**src/rtl/single_wire_sensor_reader_top_macros.svh**
```systemverilog
// Assertion macros used by the single wire sensor reader core.
`ifndef SINGLE_WIRE_SENSOR_READER_TOP_MACROS_SVH
`define SINGLE_WIRE_SENSOR_READER_TOP_MACROS_SVH

`ifndef NO_ASSERTIONS
// Generic clocked assertion with a synchronous active-low reset as disable.
`define SWSR_ASSERT_CLK(lbl, clk, rst_n, prop, msg) \
    lbl: assert property (@(posedge clk) disable iff (!rst_n) prop) else $error(msg);
// Shorthand for the block's own clock and reset.
`define SWSR_ASSERT(lbl, prop, msg) \
    `SWSR_ASSERT_CLK(lbl, i_clk, i_rst_n, prop, msg)
`else
`define SWSR_ASSERT_CLK(lbl, clk, rst_n, prop, msg)
`define SWSR_ASSERT(lbl, prop, msg)
`endif

`endif

```
**src/rtl/swsr_pkg.sv**
```systemverilog
// Types and constants of the single wire sensor reader.
package swsr_pkg;

    localparam int unsigned FRAME_BITS  = 40;
    localparam int unsigned CFG_IDX_W   = 8;
    localparam int unsigned CFG_DATA_W  = 16;
    localparam int unsigned BITCNT_W    = 6;

    // Item kinds
    localparam logic FUNC_TICK  = 1'b0;
    localparam logic FUNC_START = 1'b1;

    // Register indexes
    localparam logic [CFG_IDX_W-1:0] REG_START_LOW = 8'd0;
    localparam logic [CFG_IDX_W-1:0] REG_RELEASE   = 8'd1;
    localparam logic [CFG_IDX_W-1:0] REG_THRESHOLD = 8'd2;
    localparam logic [CFG_IDX_W-1:0] REG_TIMEOUT   = 8'd3;

    // Register reset values
    localparam logic [15:0] RST_START_LOW = 16'd18000;
    localparam logic [7:0]  RST_RELEASE   = 8'd20;
    localparam logic [7:0]  RST_THRESHOLD = 8'd40;
    localparam logic [15:0] RST_TIMEOUT   = 16'hFFFF;

    typedef enum logic [3:0] {
        PH_IDLE      = 4'd0,
        PH_DRIVE     = 4'd1,
        PH_RELEASE   = 4'd2,
        PH_WAIT_LOW  = 4'd3,
        PH_RESP_LOW  = 4'd4,
        PH_RESP_HIGH = 4'd5,
        PH_GAP       = 4'd6,
        PH_PULSE     = 4'd7
    } t_phase;

    typedef enum logic [1:0] {
        ST_NONE     = 2'd0,
        ST_OK       = 2'd1,
        ST_TIMEOUT  = 2'd2,
        ST_CHECKSUM = 2'd3
    } t_status;

    typedef struct packed {
        logic [15:0] start_low_ticks;
        logic [7:0]  release_ticks;
        logic [7:0]  bit_threshold_ticks;
        logic [15:0] timeout_ticks;
    } t_cfg_regs;

    typedef struct packed {
        logic       drive_low;
        logic       busy_res;
        logic       done_res;
        logic [1:0] status;
        logic [7:0] humidity_int;
        logic [7:0] humidity_frac;
        logic [7:0] temp_int;
        logic [7:0] temp_frac;
    } t_result;

endpackage

```
**src/rtl/swsr_ifs.sv**
```systemverilog
// Channel interfaces: command input, result output and register write.
interface swsr_in_if;
    logic valid;
    logic ready;
    logic func;
    logic line_level;
    modport source (output valid, output func, output line_level, input ready);
    modport sink   (input valid, input func, input line_level, output ready);
endinterface

interface swsr_out_if;
    logic       valid;
    logic       ready;
    logic       drive_low;
    logic       busy_res;
    logic       done_res;
    logic [1:0] status;
    logic [7:0] humidity_int;
    logic [7:0] humidity_frac;
    logic [7:0] temp_int;
    logic [7:0] temp_frac;
    modport source (output valid, output drive_low, output busy_res, output done_res,
                    output status, output humidity_int, output humidity_frac,
                    output temp_int, output temp_frac, input ready);
    modport sink   (input valid, input drive_low, input busy_res, input done_res,
                    input status, input humidity_int, input humidity_frac,
                    input temp_int, input temp_frac, output ready);
endinterface

interface swsr_cfg_if;
    logic        valid;
    logic        ready;
    logic [7:0]  index;
    logic [15:0] data;
    modport source (output valid, output index, output data, input ready);
    modport sink   (input valid, input index, input data, output ready);
endinterface

```
**src/rtl/swsr_cfg_regs.sv**
```systemverilog
// Configuration register file of the sensor reader.
module swsr_cfg_regs
    import swsr_pkg::*;
(
    input  logic            i_clk,
    input  logic            i_rst_n,
    swsr_cfg_if.sink        i_cfg,
    output t_cfg_regs       o_regs
);

    t_cfg_regs r_regs;

    assign i_cfg.ready = 1'b1;
    assign o_regs      = r_regs;

    always_ff @(posedge i_clk) begin
        if (!i_rst_n) begin
            r_regs.start_low_ticks     <= RST_START_LOW;
            r_regs.release_ticks       <= RST_RELEASE;
            r_regs.bit_threshold_ticks <= RST_THRESHOLD;
            r_regs.timeout_ticks       <= RST_TIMEOUT;
        end else if (i_cfg.valid) begin
            unique case (i_cfg.index)
                REG_START_LOW: r_regs.start_low_ticks     <= i_cfg.data;
                REG_RELEASE:   r_regs.release_ticks       <= i_cfg.data[7:0];
                REG_THRESHOLD: r_regs.bit_threshold_ticks <= i_cfg.data[7:0];
                REG_TIMEOUT:   r_regs.timeout_ticks       <= i_cfg.data;
                default: ;
            endcase
        end
    end

endmodule

```
**src/rtl/swsr_core.sv**
```systemverilog
// Protocol sequencer: phase state, tick counter, bit shifter and checksum.
`include "single_wire_sensor_reader_top_macros.svh"

module swsr_core
    import swsr_pkg::*;
#(
    parameter int unsigned COUNTER_WIDTH = 16
)
(
    input  logic      i_clk,
    input  logic      i_rst_n,
    input  logic      i_accept,
    input  logic      i_func,
    input  logic      i_line_level,
    input  t_cfg_regs i_cfg,
    output logic      o_res_valid,
    output t_result   o_res
);

    localparam logic [31:0] CNT_MAX = 32'hFFFF_FFFF >> (32 - COUNTER_WIDTH);
    localparam logic [COUNTER_WIDTH-1:0] CNT_ONE = COUNTER_WIDTH'(1);
    localparam logic [BITCNT_W-1:0] BITS_LAST = BITCNT_W'(FRAME_BITS);

    t_phase                   r_phase, n_phase;
    logic [COUNTER_WIDTH-1:0] r_cnt, n_cnt;
    logic [BITCNT_W-1:0]      r_bits, n_bits;
    logic [39:0]              r_shift, n_shift;
    logic [31:0]              r_held, n_held;
    t_status                  r_status, n_status;
    logic                     n_done;

    logic [COUNTER_WIDTH-1:0] cnt_inc;
    logic [COUNTER_WIDTH-1:0] start_lim;
    logic [COUNTER_WIDTH-1:0] timeout_lim;
    logic [COUNTER_WIDTH-1:0] release_ext;
    logic [COUNTER_WIDTH-1:0] thr_ext;
    logic [31:0]              start_w;
    logic [31:0]              timeout_w;
    logic [BITCNT_W-1:0]      bits_inc;
    logic                     timed_out;
    logic [7:0]               sum8;

    // Start and timeout limits: zero acts as one, anything past the counter range saturates
    always_comb begin
        start_w   = {16'd0, i_cfg.start_low_ticks};
        timeout_w = {16'd0, i_cfg.timeout_ticks};
        if (start_w == 32'd0) begin
            start_w = 32'd1;
        end
        if (start_w > CNT_MAX) begin
            start_w = CNT_MAX;
        end
        if (timeout_w == 32'd0) begin
            timeout_w = 32'd1;
        end
        if (timeout_w > CNT_MAX) begin
            timeout_w = CNT_MAX;
        end
        start_lim   = start_w[COUNTER_WIDTH-1:0];
        timeout_lim = timeout_w[COUNTER_WIDTH-1:0];
    end

    assign release_ext = {{(COUNTER_WIDTH-8){1'b0}}, i_cfg.release_ticks};
    assign thr_ext     = {{(COUNTER_WIDTH-8){1'b0}}, i_cfg.bit_threshold_ticks};
    assign cnt_inc     = (32'(r_cnt) == CNT_MAX) ? r_cnt : r_cnt + CNT_ONE;
    assign timed_out   = (cnt_inc >= timeout_lim);
    assign bits_inc    = r_bits + BITCNT_W'(1);

    // Next state
    always_comb begin
        n_phase  = r_phase;
        n_cnt    = r_cnt;
        n_bits   = r_bits;
        n_shift  = r_shift;
        n_held   = r_held;
        n_status = r_status;
        n_done   = 1'b0;
        sum8     = 8'd0;
        if (i_accept) begin
            if (i_func == FUNC_START) begin
                if (r_phase == PH_IDLE) begin
                    n_phase = PH_DRIVE;
                    n_cnt   = '0;
                    n_bits  = '0;
                    n_shift = '0;
                end
            end else begin
                unique case (r_phase)
                    PH_IDLE: ;
                    PH_DRIVE: begin
                        n_cnt = cnt_inc;
                        if (cnt_inc >= start_lim) begin
                            n_phase = (i_cfg.release_ticks == 8'd0) ? PH_WAIT_LOW
                                                                    : PH_RELEASE;
                            n_cnt   = '0;
                        end
                    end
                    PH_RELEASE: begin
                        n_cnt = cnt_inc;
                        if (cnt_inc >= release_ext) begin
                            n_phase = PH_WAIT_LOW;
                            n_cnt   = '0;
                        end
                    end
                    PH_WAIT_LOW, PH_RESP_LOW, PH_RESP_HIGH, PH_GAP, PH_PULSE: begin
                        // Still waiting when the level matches the phase
                        if (i_line_level == ((r_phase == PH_WAIT_LOW) ||
                                             (r_phase == PH_RESP_HIGH) ||
                                             (r_phase == PH_PULSE))) begin
                            n_cnt = cnt_inc;
                            if (timed_out) begin
                                n_phase  = PH_IDLE;
                                n_cnt    = '0;
                                n_bits   = '0;
                                n_status = ST_TIMEOUT;
                                n_done   = 1'b1;
                            end
                        end else begin
                            priority case (r_phase)
                                PH_WAIT_LOW: begin
                                    n_phase = PH_RESP_LOW;
                                    n_cnt   = '0;
                                end
                                PH_RESP_LOW: begin
                                    n_phase = PH_RESP_HIGH;
                                    n_cnt   = '0;
                                end
                                PH_RESP_HIGH: begin
                                    n_phase = PH_GAP;
                                    n_cnt   = '0;
                                end
                                PH_GAP: begin
                                    // first high tick is part of the pulse
                                    n_phase = PH_PULSE;
                                    n_cnt   = CNT_ONE;
                                end
                                default: begin
                                    n_shift = {r_shift[38:0], (r_cnt > thr_ext)};
                                    n_bits  = bits_inc;
                                    if (bits_inc >= BITS_LAST) begin
                                        sum8 = n_shift[39:32] + n_shift[31:24] +
                                               n_shift[23:16] + n_shift[15:8];
                                        if (sum8 == n_shift[7:0]) begin
                                            n_held   = n_shift[39:8];
                                            n_status = ST_OK;
                                        end else begin
                                            n_status = ST_CHECKSUM;
                                        end
                                        n_phase = PH_IDLE;
                                        n_cnt   = '0;
                                        n_bits  = '0;
                                        n_done  = 1'b1;
                                    end else begin
                                        n_phase = PH_GAP;
                                        n_cnt   = '0;
                                    end
                                end
                            endcase
                        end
                    end
                    default: ;
                endcase
            end
        end
    end

    // Result of this transaction, from the state it leaves behind
    always_comb begin
        o_res_valid         = i_accept;
        o_res.drive_low     = (n_phase == PH_DRIVE);
        o_res.busy_res      = (n_phase != PH_IDLE);
        o_res.done_res      = n_done;
        o_res.status        = n_status;
        o_res.humidity_int  = n_held[31:24];
        o_res.humidity_frac = n_held[23:16];
        o_res.temp_int      = n_held[15:8];
        o_res.temp_frac     = n_held[7:0];
    end

    always_ff @(posedge i_clk) begin
        if (!i_rst_n) begin
            r_phase  <= PH_IDLE;
            r_cnt    <= '0;
            r_bits   <= '0;
            r_shift  <= '0;
            r_held   <= '0;
            r_status <= ST_NONE;
        end else begin
            r_phase  <= n_phase;
            r_cnt    <= n_cnt;
            r_bits   <= n_bits;
            r_shift  <= n_shift;
            r_held   <= n_held;
            r_status <= n_status;
        end
    end

    `SWSR_ASSERT(a_done_goes_idle, o_res_valid && o_res.done_res |=> r_phase == PH_IDLE, "read finished but sequencer not idle")
    `SWSR_ASSERT(a_bits_in_frame, r_bits < BITS_LAST, "bit count ran past the frame")
    `SWSR_ASSERT(a_drive_needs_start, o_res_valid && o_res.drive_low && r_phase == PH_IDLE |-> i_func == FUNC_START, "line driven without a start")
    `SWSR_ASSERT(a_held_only_on_ok, !(o_res_valid && o_res.done_res && o_res.status == ST_OK) |=> $stable(r_held), "held reading changed without a good frame")

endmodule

```
**src/rtl/swsr_out_q.sv**
```systemverilog
// Two-entry result queue that decouples the sequencer from the output channel.
module swsr_out_q
    import swsr_pkg::*;
(
    input  logic        i_clk,
    input  logic        i_rst_n,
    input  logic        i_push,
    input  t_result     i_res,
    output logic        o_can_push,
    swsr_out_if.source  o_out
);

    t_result    r_mem [2];
    logic       r_wr_ptr;
    logic       r_rd_ptr;
    logic [1:0] r_count;
    logic       pop;
    t_result    head;

    assign o_can_push = (r_count != 2'd2);
    assign pop        = o_out.valid && o_out.ready;
    assign head       = r_mem[r_rd_ptr];

    assign o_out.valid         = (r_count != 2'd0);
    assign o_out.drive_low     = head.drive_low;
    assign o_out.busy_res      = head.busy_res;
    assign o_out.done_res      = head.done_res;
    assign o_out.status        = head.status;
    assign o_out.humidity_int  = head.humidity_int;
    assign o_out.humidity_frac = head.humidity_frac;
    assign o_out.temp_int      = head.temp_int;
    assign o_out.temp_frac     = head.temp_frac;

    always_ff @(posedge i_clk) begin
        if (i_push) begin
            r_mem[r_wr_ptr] <= i_res;
        end
    end

    always_ff @(posedge i_clk) begin
        if (!i_rst_n) begin
            r_wr_ptr <= 1'b0;
            r_rd_ptr <= 1'b0;
            r_count  <= 2'd0;
        end else begin
            if (i_push) begin
                r_wr_ptr <= ~r_wr_ptr;
            end
            if (pop) begin
                r_rd_ptr <= ~r_rd_ptr;
            end
            unique case ({i_push, pop})
                2'b10:   r_count <= r_count + 2'd1;
                2'b01:   r_count <= r_count - 2'd1;
                default: r_count <= r_count;
            endcase
        end
    end

endmodule

```
**src/rtl/single_wire_sensor_reader_top.sv**
```systemverilog
// Top level of the single wire sensor reader (one-wire humidity/temperature sensor).
//
//  channel  | dir | payload                                   | handshake
//  ---------+-----+-------------------------------------------+------------
//  i_in     | in  | func, line_level                          | valid/ready
//  o_out    | out | drive_low, busy_res, done_res, status,    | valid/ready
//           |     | humidity_int/frac, temp_int/frac          |
//  i_cfg    | in  | index (8b), data (16b)                    | valid/ready
//
// Each accepted item updates the sequencer state at the edge that accepts it, and
// its result lands in a two-entry output queue. Sustained rate is one item per
// clock while o_out.ready stays high; the queue depth lets a new item in while
// one result waits, and i_in.ready drops only when both entries are full.
// i_rst_n is synchronous, active low; it restores register defaults, idles the
// sequencer and empties the queue. i_cfg.ready is always high.
// Start and timeout limits of zero act as one; above the counter range they saturate at its top.

module single_wire_sensor_reader_top
    import swsr_pkg::*;
#(
    parameter int unsigned COUNTER_WIDTH = 16
)
(
    input  logic       i_clk,
    input  logic       i_rst_n,
    swsr_in_if.sink    i_in,
    swsr_out_if.source o_out,
    swsr_cfg_if.sink   i_cfg
);

    t_cfg_regs cfg_regs;
    t_result   core_res;
    logic      core_res_valid;
    logic      q_can_push;
    logic      in_accept;

    // Input transaction completes when the queue has room
    assign i_in.ready = q_can_push;
    assign in_accept  = i_in.valid && q_can_push;

    swsr_cfg_regs u_cfg (
        .i_clk   (i_clk),
        .i_rst_n (i_rst_n),
        .i_cfg   (i_cfg),
        .o_regs  (cfg_regs)
    );

    swsr_core #(
        .COUNTER_WIDTH (COUNTER_WIDTH)
    ) u_core (
        .i_clk        (i_clk),
        .i_rst_n      (i_rst_n),
        .i_accept     (in_accept),
        .i_func       (i_in.func),
        .i_line_level (i_in.line_level),
        .i_cfg        (cfg_regs),
        .o_res_valid  (core_res_valid),
        .o_res        (core_res)
    );

    swsr_out_q u_out_q (
        .i_clk      (i_clk),
        .i_rst_n    (i_rst_n),
        .i_push     (core_res_valid),
        .i_res      (core_res),
        .o_can_push (q_can_push),
        .o_out      (o_out)
    );

endmodule
```
**src/flat_wrapper.sv**
```systemverilog
// flat-port wrapper written by rule: the top's interface ports become plain ports
module single_wire_sensor_reader_top_flat import swsr_pkg::*;
#(
    parameter int unsigned COUNTER_WIDTH = 16
)
  (i_clk, i_rst_n, i_in_valid, i_in_func, i_in_line_level, i_in_ready, o_out_valid, o_out_drive_low, o_out_busy_res, o_out_done_res, o_out_status, o_out_humidity_int, o_out_humidity_frac, o_out_temp_int, o_out_temp_frac, o_out_ready, i_cfg_valid, i_cfg_index, i_cfg_data, i_cfg_ready);
  swsr_in_if i_in_i ();
  swsr_out_if o_out_i ();
  swsr_cfg_if i_cfg_i ();
  input  logic i_clk;
  input  logic i_rst_n;
  input wire logic [$bits(i_in_i.valid)-1:0] i_in_valid;
  input wire logic [$bits(i_in_i.func)-1:0] i_in_func;
  input wire logic [$bits(i_in_i.line_level)-1:0] i_in_line_level;
  output wire logic [$bits(i_in_i.ready)-1:0] i_in_ready;
  output wire logic [$bits(o_out_i.valid)-1:0] o_out_valid;
  output wire logic [$bits(o_out_i.drive_low)-1:0] o_out_drive_low;
  output wire logic [$bits(o_out_i.busy_res)-1:0] o_out_busy_res;
  output wire logic [$bits(o_out_i.done_res)-1:0] o_out_done_res;
  output wire logic [$bits(o_out_i.status)-1:0] o_out_status;
  output wire logic [$bits(o_out_i.humidity_int)-1:0] o_out_humidity_int;
  output wire logic [$bits(o_out_i.humidity_frac)-1:0] o_out_humidity_frac;
  output wire logic [$bits(o_out_i.temp_int)-1:0] o_out_temp_int;
  output wire logic [$bits(o_out_i.temp_frac)-1:0] o_out_temp_frac;
  input wire logic [$bits(o_out_i.ready)-1:0] o_out_ready;
  input wire logic [$bits(i_cfg_i.valid)-1:0] i_cfg_valid;
  input wire logic [$bits(i_cfg_i.index)-1:0] i_cfg_index;
  input wire logic [$bits(i_cfg_i.data)-1:0] i_cfg_data;
  output wire logic [$bits(i_cfg_i.ready)-1:0] i_cfg_ready;
  assign i_in_i.valid = i_in_valid;
  assign i_in_i.func = i_in_func;
  assign i_in_i.line_level = i_in_line_level;
  assign i_in_ready = i_in_i.ready;
  assign o_out_valid = o_out_i.valid;
  assign o_out_drive_low = o_out_i.drive_low;
  assign o_out_busy_res = o_out_i.busy_res;
  assign o_out_done_res = o_out_i.done_res;
  assign o_out_status = o_out_i.status;
  assign o_out_humidity_int = o_out_i.humidity_int;
  assign o_out_humidity_frac = o_out_i.humidity_frac;
  assign o_out_temp_int = o_out_i.temp_int;
  assign o_out_temp_frac = o_out_i.temp_frac;
  assign o_out_i.ready = o_out_ready;
  assign i_cfg_i.valid = i_cfg_valid;
  assign i_cfg_i.index = i_cfg_index;
  assign i_cfg_i.data = i_cfg_data;
  assign i_cfg_ready = i_cfg_i.ready;
  single_wire_sensor_reader_top #(.COUNTER_WIDTH(COUNTER_WIDTH)) u_core (.i_clk(i_clk), .i_rst_n(i_rst_n), .i_in(i_in_i), .o_out(o_out_i), .i_cfg(i_cfg_i));
endmodule
```
**config.mk**
```make
export PLATFORM = sky130hd
export DESIGN_NAME = single_wire_sensor_reader_top_flat
export DESIGN_NICKNAME = d
export VERILOG_FILES = /design/src/rtl/swsr_pkg.sv /design/src/rtl/swsr_ifs.sv /design/src/rtl/swsr_cfg_regs.sv /design/src/rtl/swsr_core.sv /design/src/rtl/swsr_out_q.sv /design/src/rtl/single_wire_sensor_reader_top.sv /design/src/flat_wrapper.sv
export VERILOG_INCLUDE_DIRS = /design/src /design/src/rtl
export SDC_FILE = /design/constraint.sdc
export NUM_CORES = 1
export LEC_CHECK = 0
export ABC_CLOCK_PERIOD_IN_PS = 5640
export BUFFER_PORTS_ARGS = -buffer_cell sky130_fd_sc_hd__buf_2
export CAP_MARGIN = 10
export CORE_ASPECT_RATIO = 0.6
export CORE_MARGIN = 5
export CORE_UTILIZATION = 61
export DETAILED_ROUTE_END_ITERATION = 10
export PLACE_DENSITY_LB_ADDON = 0.25
export SLEW_MARGIN = 25
export SYNTH_ARGS = -nofsm -noshare
export SYNTH_HDL_FRONTEND = slang
export SYNTH_SLANG_ARGS = --single-unit
```
**constraint.sdc**
```tcl
create_clock -name i_clk -period 5.64 [get_ports i_clk]
set_clock_uncertainty 0.1 [all_clocks]
set_input_delay 0.564 -clock i_clk [delete_from_list [all_inputs] [get_ports i_clk]]
set_output_delay 0.564 -clock i_clk [all_outputs]
set_load 0.005 [all_outputs]
```
[After elaboration in Yosys (flattened, before gate mapping)]
Memory sizes are Yosys's and may differ from the RTL's. A register that Yosys moved wholly into a read port is not among the register bits.
Index checks and enable logic that the tools add are counted.
Storage, ports and cells
  memories kept: 1
  memory bits (writable): 74
  register bits: 151
  input port bits: 31
Operators by class
  bitwise logic cells: 2
  muxes and demuxes: 63
  equal/unequal tests: 22
  reduce and logical (&&, ||, !) cells: 23
  $lt $le $gt $ge: 7
  add/subtract/negate cells: 7
Memory list
  u_core.u_out_q.r_mem: words 2, width 37, rd ports 1, clocked after Yosys merged registers in 1, write ports 1, RTL line swsr_out_q.sv:13  | t_result r_mem [2];
Operators with widths (number)
  $mux 32: 7
  $mux 39: 5
  $mux 16: 11
  $gt 32x16->1 const B: 2
  $pmux 16 s3: 1
  $mux 6: 7
  $ge 16x16->1: 2
  $logic_not 16->1: 2
  $mux 4: 7
  $add 8x8->8: 3
  $add 16x1->16 const B: 1
  $eq 16x16->1 const B: 1
  $eq 4x3->1 const B: 4
  $eq 8x2->1 const B: 2
  $ge 16x8->1: 1
  $gt 16x8->1: 1
  $logic_not 8->1: 2
  $mux 2: 8
  $mux 1: 13
  $pmux 3 s4: 1
  $pmux 4 s3: 1
  $reduce_and 5->1: 2
  $eq 4x1->1 const B: 2
  $eq 4x2->1 const B: 2
  other kinds (25): 36

[Longest topological paths before layout]
Gate-level depths: netlist of run 1.
  depth in word-level cells: 11
  mapped depth: 19
  depth with buffers taken out: 17

[Cells and area by module]
A second synthesis of run 1 with hierarchy kept.
Second synthesis, totals
  cells, all modules: 1080
  area, all modules: 11415.9 µm²
Modules (own cells, without submodules)
  swsr_core: sequential area each 1981.9 µm², area each 6501.2 µm², cells each 747, instances 1
  swsr_out_q: sequential area each 2322.2 µm², area each 2891.5 µm², cells each 138, instances 1
  swsr_cfg_regs: sequential area each 960.9 µm², area each 2016.9 µm², cells each 194, instances 1
  single_wire_sensor_reader_top: sequential area each 0.0 µm², area each 6.3 µm², cells each 1, instances 1

[Worst setup path after synthesis of run 1]
OpenSTA, ideal clock, no wires.
  kind: reg2reg
  start point: register u_core.u_core.r_cnt[1]
  end point: memory u_core.u_out_q.r_mem[0][35] (netlist bit), data pin
  setup slack: 1.159 ns
  data required time: 5.269 ns
  period minus slack after synthesis: 4.481 ns
  library setup time: 0.271 ns
  buffers on the path: 1
  cell stages (with the launch flop): 19
  data arrival time: 4.110 ns
  cell sequence: dfxtp_1 -> ha_1 -> nand4_1 -> or4_2 -> clkbuf_1 -> nand2_1 -> nor2_1 -> nand3_1 -> xnor2_1 -> ha_1 -> a21o_1 -> a21o_1 -> a21oi_1 -> nand4b_1 -> or4_1 -> a221oi_1 -> o21a_1 -> o2bb2ai_1 -> nand3b_1
RTL lines
  start, declared: RTL line swsr_core.sv:25  | logic [COUNTER_WIDTH-1:0] r_cnt, n_cnt;
  start signal, assigned: RTL line swsr_core.sv:190  | r_cnt <= n_cnt;
  end, declared: RTL line swsr_out_q.sv:13

==> results.toml, run 1 <==
[sta]
timing.final.crit_share_pct = 93.4
worst_pin_slew_ns = 0.943
max_freq_ghz = 0.190
final-setup-viol-count = 0
hold_viol_final = 0
rsz0062_at_grt = "false"
drv_slew = 0
fin_tns_setup_ns = 0
min_period_ns = 5.27
relSlewSlack_pct = 37.1

[clock_tree]
cts_tree = "built"
path_clk_slew_ns = 0.07
clkSinkCount = 226
clock-root-buffer = "clkbuf_16"
post_cts_resized = 0
cts_inserted_buffers = 22
postCtsHoldBufs = 0
clock_path_buffers = 3
clk_latency_ns = 0.52
cts_setup_buffers = 0
cts-htree-levels = 1

[finish]
n_antenna_cell = 0
nets = 1228
areaGrowthSynthToFinish_pct = 10.2
stdcell_count = 1388
drive_gt1_share_pct = 18.6
num-fill-cells = 1402

[detailed_routing]
routedWlPerCell_um = 19.4
totalWireLength_um = 26900
routed_via_density = 5.99
vias = 8314
drtIter0Drc = 803
drc = 0
antenna_left = 0
first_pass_iters = 5

[global_route]
grtUsageTotal_pct = 24.5
grt_pass1_wl_um = 42700
grt_pass1_vias = 7754
grt_overflow = 0
antenna_found_initial = 0
grt_start_max_net_pins = 73

[pwr]
ir_worst_vdd_mv = 0.248
powerDensity_nw_per_um2 = 319
p_leak_nw = 5.23
finalPower_mw = 3.99

[worst_setup_path]
r2r_cells = 17
cp-start-kind = "register"
crit_chain = "ha_1 > nand4_1 > or4_2 > nand2_1 > nor2_1 > nand3_1 > xnor2_1 > ha_1 > a21o_1 > a21o_1 > a21oi_1 > nand4b_1 > or4_1 > a221oi_1 > o21a_1 > o2bb2ai_1 > nand3b_1"
max_stage_delay_ns = 0.84
cp.required_ns = 5.77
criticalPathCategory = "reg2reg"
crit_fanout = 10
end_kind = "register"
worst_ep_arrival_time_ns = 5.39
cp_slowest_cell = "or4_2"

[synthesis]
synth.avg_cell_area_um2 = 10.4
syn_area_um2 = 11400
ys_seq_elements = 226
seq_area_frac_synth_pct = 46.3
synth_nets = 1187
async_flop_share_pct = 0
yosysWarnings = 0
ys.flop_type = "dfxtp_1"
synth.distinct_cells = 92
synth_cells = 1091
synth-edff-count = 74

[floorplanning]
initial_core_util_pct = 62.5
die_w_um = 186
rows = 38
core_um2 = 18200
dieArea_um2 = 21600
io_pins = 71
die_height_um = 116

[run_status]
status = "completed"

[placement]
io_buffers = 69
dpl.cell_count = 1348
gp_congestion = 0.958
hpwl_um = 19500

[hold_path]
whs_path_depth = 3
hp-class = "in2reg"

[run]
cap_violations = 0
[cells by family after synthesis]
| group | Yosys count | synth area share (%) |
|---|---|---|
| buffers and inverters | 123 | 5.05 |
| xor gates and xnor gates | 37 | 2.85 |
| DFF | 226 | 46.3 |
| AOI/OAI and AO/OA | 187 | 11.9 |
| other | 1 | 0.0330 |
| muxes | 101 | 9.67 |
| and+or+nand+nor | 350 | 16.1 |
| adders and majority gates | 66 | 8.17 |
[critical path, delay by kind of cell (launching register included)]
kind / cells / cell delay, ns
compound gates: 6 / 1.19
xor+xnor: 1 / 0.24
fa+ha+maj: 2 / 0.70
flops: 1 / 0.49
simple gates: 8 / 2.25
[registers in the layout, indices dropped and copies added (netlist names), 4 cells and up, named ones only]
register               flops
u_core.u_core.r_held      32
u_core.u_core.r_cnt       16
u_core.u_core.r_shift     39
u_core.u_core.r_bits       6
u_core.u_cfg.o_regs       48
u_core.u_core.r_phase      4
u_core.u_out_q.r_mem      74
[layer usage]
metal / GRT usage [%] / vias to the layer above / share of wire [%] / routed length [um]
met5: 0 / - / 0 / 0
met3: 7.01 / 26 / 11 / 2870
met2: 31.0 / 356 / 37 / 9930
li1: - / 4005 / - / -
met1: 40.9 / 3927 / 51 / 13800
met4: 3.81 / 0 / 1.1 / 306
[per-stage QoR]
| step | cell area [um^2] | setup WS [ns] | hold slack, ns | utilization, % |
|---|---|---|---|---|
| 6_report | 12500 | 0.374 | 0.190 | 68.8 |
| 5_1_grt | 12500 | 0.0892 | 0.200 | 68.8 |
| 4_1_cts | 12500 | 0.481 | 0.171 | 68.8 |
| 3_5_place_dp | 11800 | 0.525 | 0.361 | 64.7 |
| 3_3_place_gp | 11800 | 0.611 | 0.354 | 64.6 |
| 2_1_floorplan | 11400 | 1.16 | 0.335 | - |
[cell usage after synthesis, types with 8 or more instances]
library cell  instances  area (um^2)
a21o_1               12         90.1
a21oi_1              42          210
a22oi_1              40          300
and2_1               38          238
and3_1               12         75.1
buf_6                 8         90.1
clkbuf_1             38          143
dfxtp_1             152         3040
edfxtp_1             74         2220
fa_1                 14          280
ha_1                 51          638
inv_1                61          229
mux2_2               70          788
mux2i_1              30          300
nand2_1              87          327
nand3_1              23          115
nand4_1              11         68.8
nor2_1               94          353
nor3_1               12         60.1
nor4_1               19          119
o211ai_1             21          158
o21ai_0              15         75.1
or3_1                 9         56.3
xnor2_1              27          236
xor2_1               10         87.6
[power by group]
part           switching, mW  internal [mW]  leakage, nW
Combinational          0.327          0.279         2.95
Clock                  0.627          0.889        0.356
Sequential            0.0639           1.81         1.93
[worst paths after layout]
check / from / endpoint / slack, ns
max reg2reg: u_core.u_core.r_cnt[0] / u_core.u_out_q.r_mem[1][35] / 0.37
min reg2reg: u_core.u_cfg.o_regs[0] / u_core.u_cfg.o_regs[0] / 0.37
min: i_cfg_data[10] / u_core.u_cfg.o_regs[10] / 0.19
max: u_core.u_core.r_cnt[0] / u_core.u_out_q.r_mem[1][35] / 0.37
[cell usage in the layout (no fill, tap or decap), types with 3 or more instances in the layout]
master,n
a211oi_1,3
a21boi_0,3
a21o_1,12
a21oi_1,42
a22oi_1,40
a31oi_1,5
a41oi_1,4
and2_1,38
and3_1,10
and3_2,3
buf_2,69
buf_4,8
bufinv_16,3
clkbuf_1,5
clkbuf_16,22
dfxtp_1,152
edfxtp_1,74
fa_1,14
ha_1,51
inv_1,61
mux2_2,70
mux2i_1,30
nand2_1,87
nand2b_1,6
nand3_1,23
nand3b_1,3
nand4_1,11
nor2_1,92
nor2b_1,4
nor3_1,12
nor3b_1,3
nor4_1,19
o211ai_1,21
o21a_1,3
o21ai_0,15
or3_1,9
xnor2_1,27
xor2_1,10
[final cells by class]
cell class | instances | area [um^2] | share of cell area (%)
multi-input cells | 742 | 5560 | 44.4
flip-flops and latches | 226 | 5270 | 42.0
clock buffers | 29 | 597 | 4.76
repair buffers | 78 | 433 | 3.45
well taps | 240 | 300 | 2.40
inverters | 62 | 233 | 1.86
clock inverters | 11 | 148 | 1.18
Power figures use the tool's default switching activity.
==> run 2: changes to the inputs <==
- CORE_ASPECT_RATIO: 0.6 -> 1.1
- GPL_TIMING_DRIVEN: default -> 0
==> run 2 against run 1 <==
  * Critical path depth up 1
  * Wire length down 4.1%
  * Critical endpoint is now u_core.u_out_q.r_mem[0][35]
  * Via count up 2.4%
  * Count of clock-buffer cells in the layout up 1
  * Sequential share of layout area down 0.84 points
  * Cell area up 2.0%
  * Sequential power about the same
  * Non-clock buffer count up 52
  * Worst hold slack better by 0.0044 ns
  * Register-to-register slack worse by 0.14 ns
  * Combinational power up 5.3%
  * Cell count up 4.1%
  * Highest routed layer unchanged
==> results.toml, run 2 (synthesis results as in run 1) <==
[worst_setup_path]
regToRegStartpoint = "u_core.u_core.r_cnt[1]"
end_kind = "register"
cp-start-kind = "register"
crit_end = "u_core.u_out_q.r_mem[0][35]"
ff2ff_setup_slack_ns = 0.23
criticalPathCategory = "reg2reg"
worst_ep_arrival_time_ns = 5.54
r2r_end = "u_core.u_out_q.r_mem[0][35]"
critPathLaunch = "u_core.u_core.r_cnt[1]"
r2r_cells = 18
crit_fanout = 8
cp.required_ns = 5.77

[global_route]
grt_pass1_wl_um = 42100
antenna_found_initial = 0
grtUsageTotal_pct = 23.6
grt_pass1_vias = 8448
grt_start_max_net_pins = 31
grt_overflow = 0

[finish]
regMostFlops = "u_core.u_out_q.r_mem"
nets = 1281
stdcell_count = 1445
final_area_um2 = 12800
largest_register_ffs = 74
num-fill-cells = 1387
layout_common_cells = "dfxtp_1 (152), nor2_1 (93), nand2_1 (87), edfxtp_1 (74), buf_2 (72)"
n_antenna_cell = 0
final_util_pct = 69.7
areaGrowthSynthToFinish_pct = 12.4
final_common_cell = "dfxtp_1"
drive_gt1_share_pct = 18.6

[clock_tree]
cts_inserted_buffers = 23
clock_path_buffers = 3
cts_tree = "built"
path_clk_slew_ns = 0.06
clock-root-buffer = "clkbuf_16"
clkSinkCount = 226
clk_latency_ns = 0.50
cts-htree-levels = 1

[detailed_routing]
totalWireLength_um = 25800
first_pass_iters = 5
vias = 8513
routedWlPerCell_um = 17.9
drc = 0
drtIter0Drc = 548
antenna_left = 0
routed_via_density = 5.89

[sta]
drv_slew = 0
fin_tns_setup_ns = 0
relSlewSlack_pct = 40.9
max_freq_ghz = 0.185
worst_pin_slew_ns = 0.886
finalWorstSetupSlack_ns = 0.234
timing.final.crit_share_pct = 95.9
final-setup-viol-count = 0
min_period_ns = 5.41
finalHoldWorstSlack_ns = 0.195
rsz0062_at_grt = "false"
hold_viol_final = 0

[placement]
gp_congestion = 0.929
io_buffers = 67
pre_cts_ws_ns = 0.349
hpwl_um = 19100
place_area_um2 = 12100
dpl.cell_count = 1403

[floorplanning]
dieArea_um2 = 21500
io_pins = 71
core_um2 = 18300
rows = 52
die_w_um = 140
initial_core_util_pct = 62.0
die_height_um = 153

[pwr]
finalPower_mw = 3.93
powerDensity_nw_per_um2 = 307
p_leak_nw = 5.36
ir_worst_vdd_mv = 0.241

[run]
cap_violations = 0

[hold_path]
hp-class = "in2reg"

[run_status]
status = "completed"
-- run 2: changes by cell type in the layout (fill, tap and decap cells not counted), moves of 3 or more --
cell | previous run | this run
buf_2 | 69 | 72
buf_4 | 8 | 4
buf_6 | 0 | 8
clkbuf_1 | 5 | 42
clkbuf_8 | 2 | 6
clkinv_2 | 2 | 5
-- run 2: area by class of cell --
| cell class | instances | area [um^2] | share of cell area [%] |
|---|---|---|---|
| repair buffers | 69 | 375 | 2.93 |
| multi-input cells | 742 | 5550 | 43.4 |
| well taps | 243 | 304 | 2.38 |
| plain buffers | 61 | 342 | 2.67 |
| inverters | 62 | 233 | 1.82 |
| flip-flops and latches | 226 | 5270 | 41.2 |
| clock inverters | 12 | 87.6 | 0.685 |
| clock buffers | 30 | 632 | 4.94 |
-- run 2: report_power, final --
group / internal, mW / switching (mW) / total (mW)
sequential: 1.81 / 0.0360 / 1.84
clock: 0.836 / 0.610 / 1.45
combinational: 0.288 / 0.349 / 0.638
-- run 2: critical path, cell delays in order, from the launching register on --
cell	delay, ns
dfxtp_1	0.44
ha_1	0.35
nand4_1	0.30
or4_2	0.67
clkbuf_1	0.25
nand2_1	0.12
nor2_1	0.06
nand3_1	0.10
xnor2_1	0.28
ha_1	0.36
a21o_1	0.18
a21o_1	0.17
a21oi_1	0.17
nand4b_1	0.17
or4_1	0.57
a221oi_1	0.32
o21a_1	0.17
o2bb2ai_1	0.20
nand3b_1	0.14
-- run 2: repair_timing --
action / 4_1_cts / 5_1_grt
buffers inserted: 0 / 0
resized for setup: 0 / 1
endpoints found under the setup margin: 0 / 2
hold buffers: 0 / 0
-- run 2: metal layers --
layer / share of wire (%) / track usage (%) / vias to the layer above
met5: 0 / 0 / -
met4: 3.9 / 9.32 / 0
met3: 4.7 / 3.31 / 76
met2: 52 / 43.1 / 228
met1: 40 / 27.6 / 4103
li1: - / - / 4106
-- run 2: how the worst min path moves through the flow --
stage | from | slack, ns | cells past startpoint | end
final | i_cfg_data[10] | 0.19 | 3 | u_core.u_cfg.o_regs[10]
after global routing | i_cfg_data[12] | 0.22 | 3 | u_core.u_cfg.o_regs[12]
after CTS | i_cfg_data[10] | 0.18 | 3 | u_core.u_cfg.o_regs[42]
after detailed placement | u_core.u_cfg.o_regs[0] | 0.36 | 2 | u_core.u_cfg.o_regs[0]
after global placement | u_core.u_cfg.o_regs[0] | 0.35 | 2 | u_core.u_cfg.o_regs[0]
after floorplan | u_core.u_cfg.o_regs[0] | 0.33 | 2 | u_core.u_cfg.o_regs[0]
==> run 3: changes to the inputs <==
--- a/config.mk
+++ b/config.mk
@@ -9,8 +9,10 @@
 export ABC_CLOCK_PERIOD_IN_PS = 5640
-export BUFFER_PORTS_ARGS = -buffer_cell sky130_fd_sc_hd__buf_2
 export CAP_MARGIN = 10
+export CELL_PAD_IN_SITES_DETAIL_PLACEMENT = 1
+export CELL_PAD_IN_SITES_GLOBAL_PLACEMENT = 2
 export CORE_ASPECT_RATIO = 1.1
 export CORE_MARGIN = 5
-export CORE_UTILIZATION = 61
+export CORE_UTILIZATION = 42
 export DETAILED_ROUTE_END_ITERATION = 10
+export DONT_BUFFER_PORTS = 1
 export GPL_TIMING_DRIVEN = 0
--- a/constraint.sdc
+++ b/constraint.sdc
@@ -4,2 +4,2 @@
 set_output_delay 0.564 -clock i_clk [all_outputs]
-set_load 0.005 [all_outputs]
+set_load 0.1 [all_outputs]
==> run 3 against run 2 <==
  * Via count is 3.8% lower
  * Total power is 22% higher
  * Register-to-register slack better by 0.22 ns
  * Global-route usage is 3.8 points lower
  * Setup slack better by 0.22 ns
  * Die area is 42% higher
  * Clock power is 9% higher
  * Critical path depth stayed put
  * Cell count is 3.5% higher
  * Sequential power hardly changed
  * Maximum frequency is 4.1% higher
  * Cell area is 0.83% lower
  * Critical path type unchanged
  * Largest cell class unchanged
==> results.toml, run 3 (synthesis results as in run 1) <==
[global_route]
antenna_found_initial = 0
grtUsageTotal_pct = 19.7
grt_overflow = 0
grt_pass1_wl_um = 48600
grt_pass1_vias = 8728
grt_start_max_net_pins = 29

[finish]
area.sequential_um2 = 5270
drive_gt1_share_pct = 14.3
layout_common_cells = "dfxtp_1 (152), nor2_1 (93), nand2_1 (87), edfxtp_1 (74), mux2_2 (70)"
areaGrowthSynthToFinish_pct = 11.5
num-fill-cells = 2942
regMostFlops = "u_core.u_out_q.r_mem"
nets = 1217
multi_input_area_um2 = 5570
final_common_cell = "dfxtp_1"
largest_register_ffs = 74
n_antenna_cell = 0
final_util_pct = 47.2

[worst_setup_path]
end_kind = "register"
r2r_end = "u_core.u_out_q.r_mem[1][35]"
crit_fanout = 8
max_stage_delay_ns = 0.63
worst_ep_arrival_time_ns = 5.34
crit_top_cell = "a21o_1"
r2r_cells = 18
cp.required_ns = 5.79
cp-start-kind = "register"
crit_chain = "ha_2 > nand4_1 > or4_2 > clkbuf_1 > nand2_1 > nor2_1 > nand3_1 > xnor2_2 > ha_1 > a21o_1 > a21o_1 > a21oi_1 > nand4b_1 > or4_1 > a221oi_1 > o21a_1 > o2bb2ai_1 > nand3b_1"
cp_slowest_cell = "or4_2"
regToRegStartpoint = "u_core.u_core.r_cnt[1]"
criticalPathCategory = "reg2reg"
ff2ff_setup_slack_ns = 0.45

[detailed_routing]
first_pass_iters = 5
drc = 0
drtIter0Drc = 347
totalWireLength_um = 30400
vias = 8192
antenna_left = 0
routedWlPerCell_um = 20.3
routed_via_density = 5.48

[floorplanning]
io_pins = 71
core_um2 = 26900
rows = 63
dieArea_um2 = 30500
initial_core_util_pct = 42.3
die_height_um = 183
die_w_um = 167

[hold_path]
hp-class = "in2reg"
min_from = "i_cfg_data[5]"
min_to = "u_core.u_cfg.o_regs[21]"
whs_path_depth = 2

[sta]
rsz0062_at_grt = "false"
worst_pin_slew_ns = 1.05
max_freq_ghz = 0.193
min_period_ns = 5.19
hold_viol_final = 0
final-setup-viol-count = 0
relSlewSlack_pct = 30.3
timing.final.crit_share_pct = 92.0
fin_tns_setup_ns = 0
finalHoldWorstSlack_ns = 0.0622
finalWorstSetupSlack_ns = 0.449
drv_slew = 0

[pwr]
finalPower_mw = 4.80
switchingPower_mw = 1.85
combPwrFrac_pct = 28.7
p_leak_nw = 5.12
clkPwrFrac_pct = 32.9
ir_worst_vdd_mv = 0.268
seqPwrFrac_pct = 38.5
p_sw_share_pct = 38.6
powerDensity_nw_per_um2 = 378
p_int_mw = 2.94

[clock_tree]
cts_tree = "built"
path_clk_slew_ns = 0.07
postCtsHoldBufs = 0
clock-root-buffer = "clkbuf_16"
clk_latency_ns = 0.53
cts-htree-levels = 1
clkSinkCount = 226
cts_inserted_buffers = 24
clock_path_buffers = 3

[placement]
gp_congestion = 0.861
hpwl_um = 23100
io_buffers = 0
pre_cts_ws_ns = 0.0719

[run_status]
status = "completed"

[run]
cap_violations = 0
[run 3: cell types whose count changed in the layout (fill, tap and decap cells not counted), moves of 2 or more]
cell / before / now
buf_2: 72 / 5
clkbuf_1: 42 / 47
clkinv_1: 4 / 0
buf_4: 4 / 6
clkinv_2: 5 / 3
[run 3: repair_timing]
| action | CTS | global route |
|---|---|---|
| setup buffers | 0 | 2 |
| resized for setup | 0 | 3 |
| endpoints found under the setup margin | 0 | 22 |
[run 3: worst max-delay path, delay by kind of cell, from the launching register on]
| kind | cells | cell delay, ns |
|---|---|---|
| flops | 1 | 0.45 |
| fa+ha+maj | 2 | 0.64 |
| xor+xnor | 1 | 0.20 |
| buf+inv | 1 | 0.25 |
| simple gates | 8 | 2.06 |
| compound gates | 6 | 1.20 |
[run 3: worst max-delay path by stage]
stage | startpoint | to | slack [ns] | cells past startpoint
4_1_cts | u_core.u_core.r_cnt[1] | u_core.u_out_q.r_mem[1][35] | 0.04 | 18
5_1_grt | u_core.u_core.r_cnt[1] | u_core.u_out_q.r_mem[0][35] | 0.10 | 18
3_3_place_gp | u_core.u_core.r_cnt[1] | u_core.u_out_q.r_mem[1][35] | 0.07 | 18
6_report | u_core.u_core.r_cnt[1] | u_core.u_out_q.r_mem[1][35] | 0.45 | 18
2_1_floorplan | u_core.u_core.r_cnt[1] | u_core.u_out_q.r_mem[0][35] | 1.16 | 18
3_5_place_dp | u_core.u_core.r_cnt[1] | u_core.u_out_q.r_mem[1][35] | 0.07 | 18
[run 3: cell type report]
type / instances / area share [%]
flip-flops and latches: 226 / 41.5
plain buffers: 61 / 2.69
clock buffers: 35 / 5.22
well taps: 357 / 3.52
repair buffers: 4 / 0.434
clock inverters: 9 / 0.917
inverters: 62 / 1.83
multi-input cells: 742 / 43.9
[run 3: metal layers]
metal  vias up  track usage [%]  wire length, um
met1      4045             23.0            12600
li1       3980                -                -
met5         -                0                0
met3        51             2.75              990
met4         0             5.43              796
met2       116             37.7            16000
[run 3: power groups by stage]
stage                     clock, mW  combinational (mW)  sequential (mW)
after floorplan                   0                1.22             1.87
after global placement            0                1.36             1.88
after detailed placement          0                1.39             1.88
after CTS                      1.62                1.39             1.85
after global routing           1.69                1.43             1.86
final                          1.58                1.37             1.85
[run 3: metrics by stage]
step / cell area (um^2) / std cells
floorplan: 11400 / 1091
global placement: 11800 / 1448
detailed placement: 11900 / 1450
CTS: 12700 / 1494
global route: 12700 / 1496
finish: 12700 / 1496
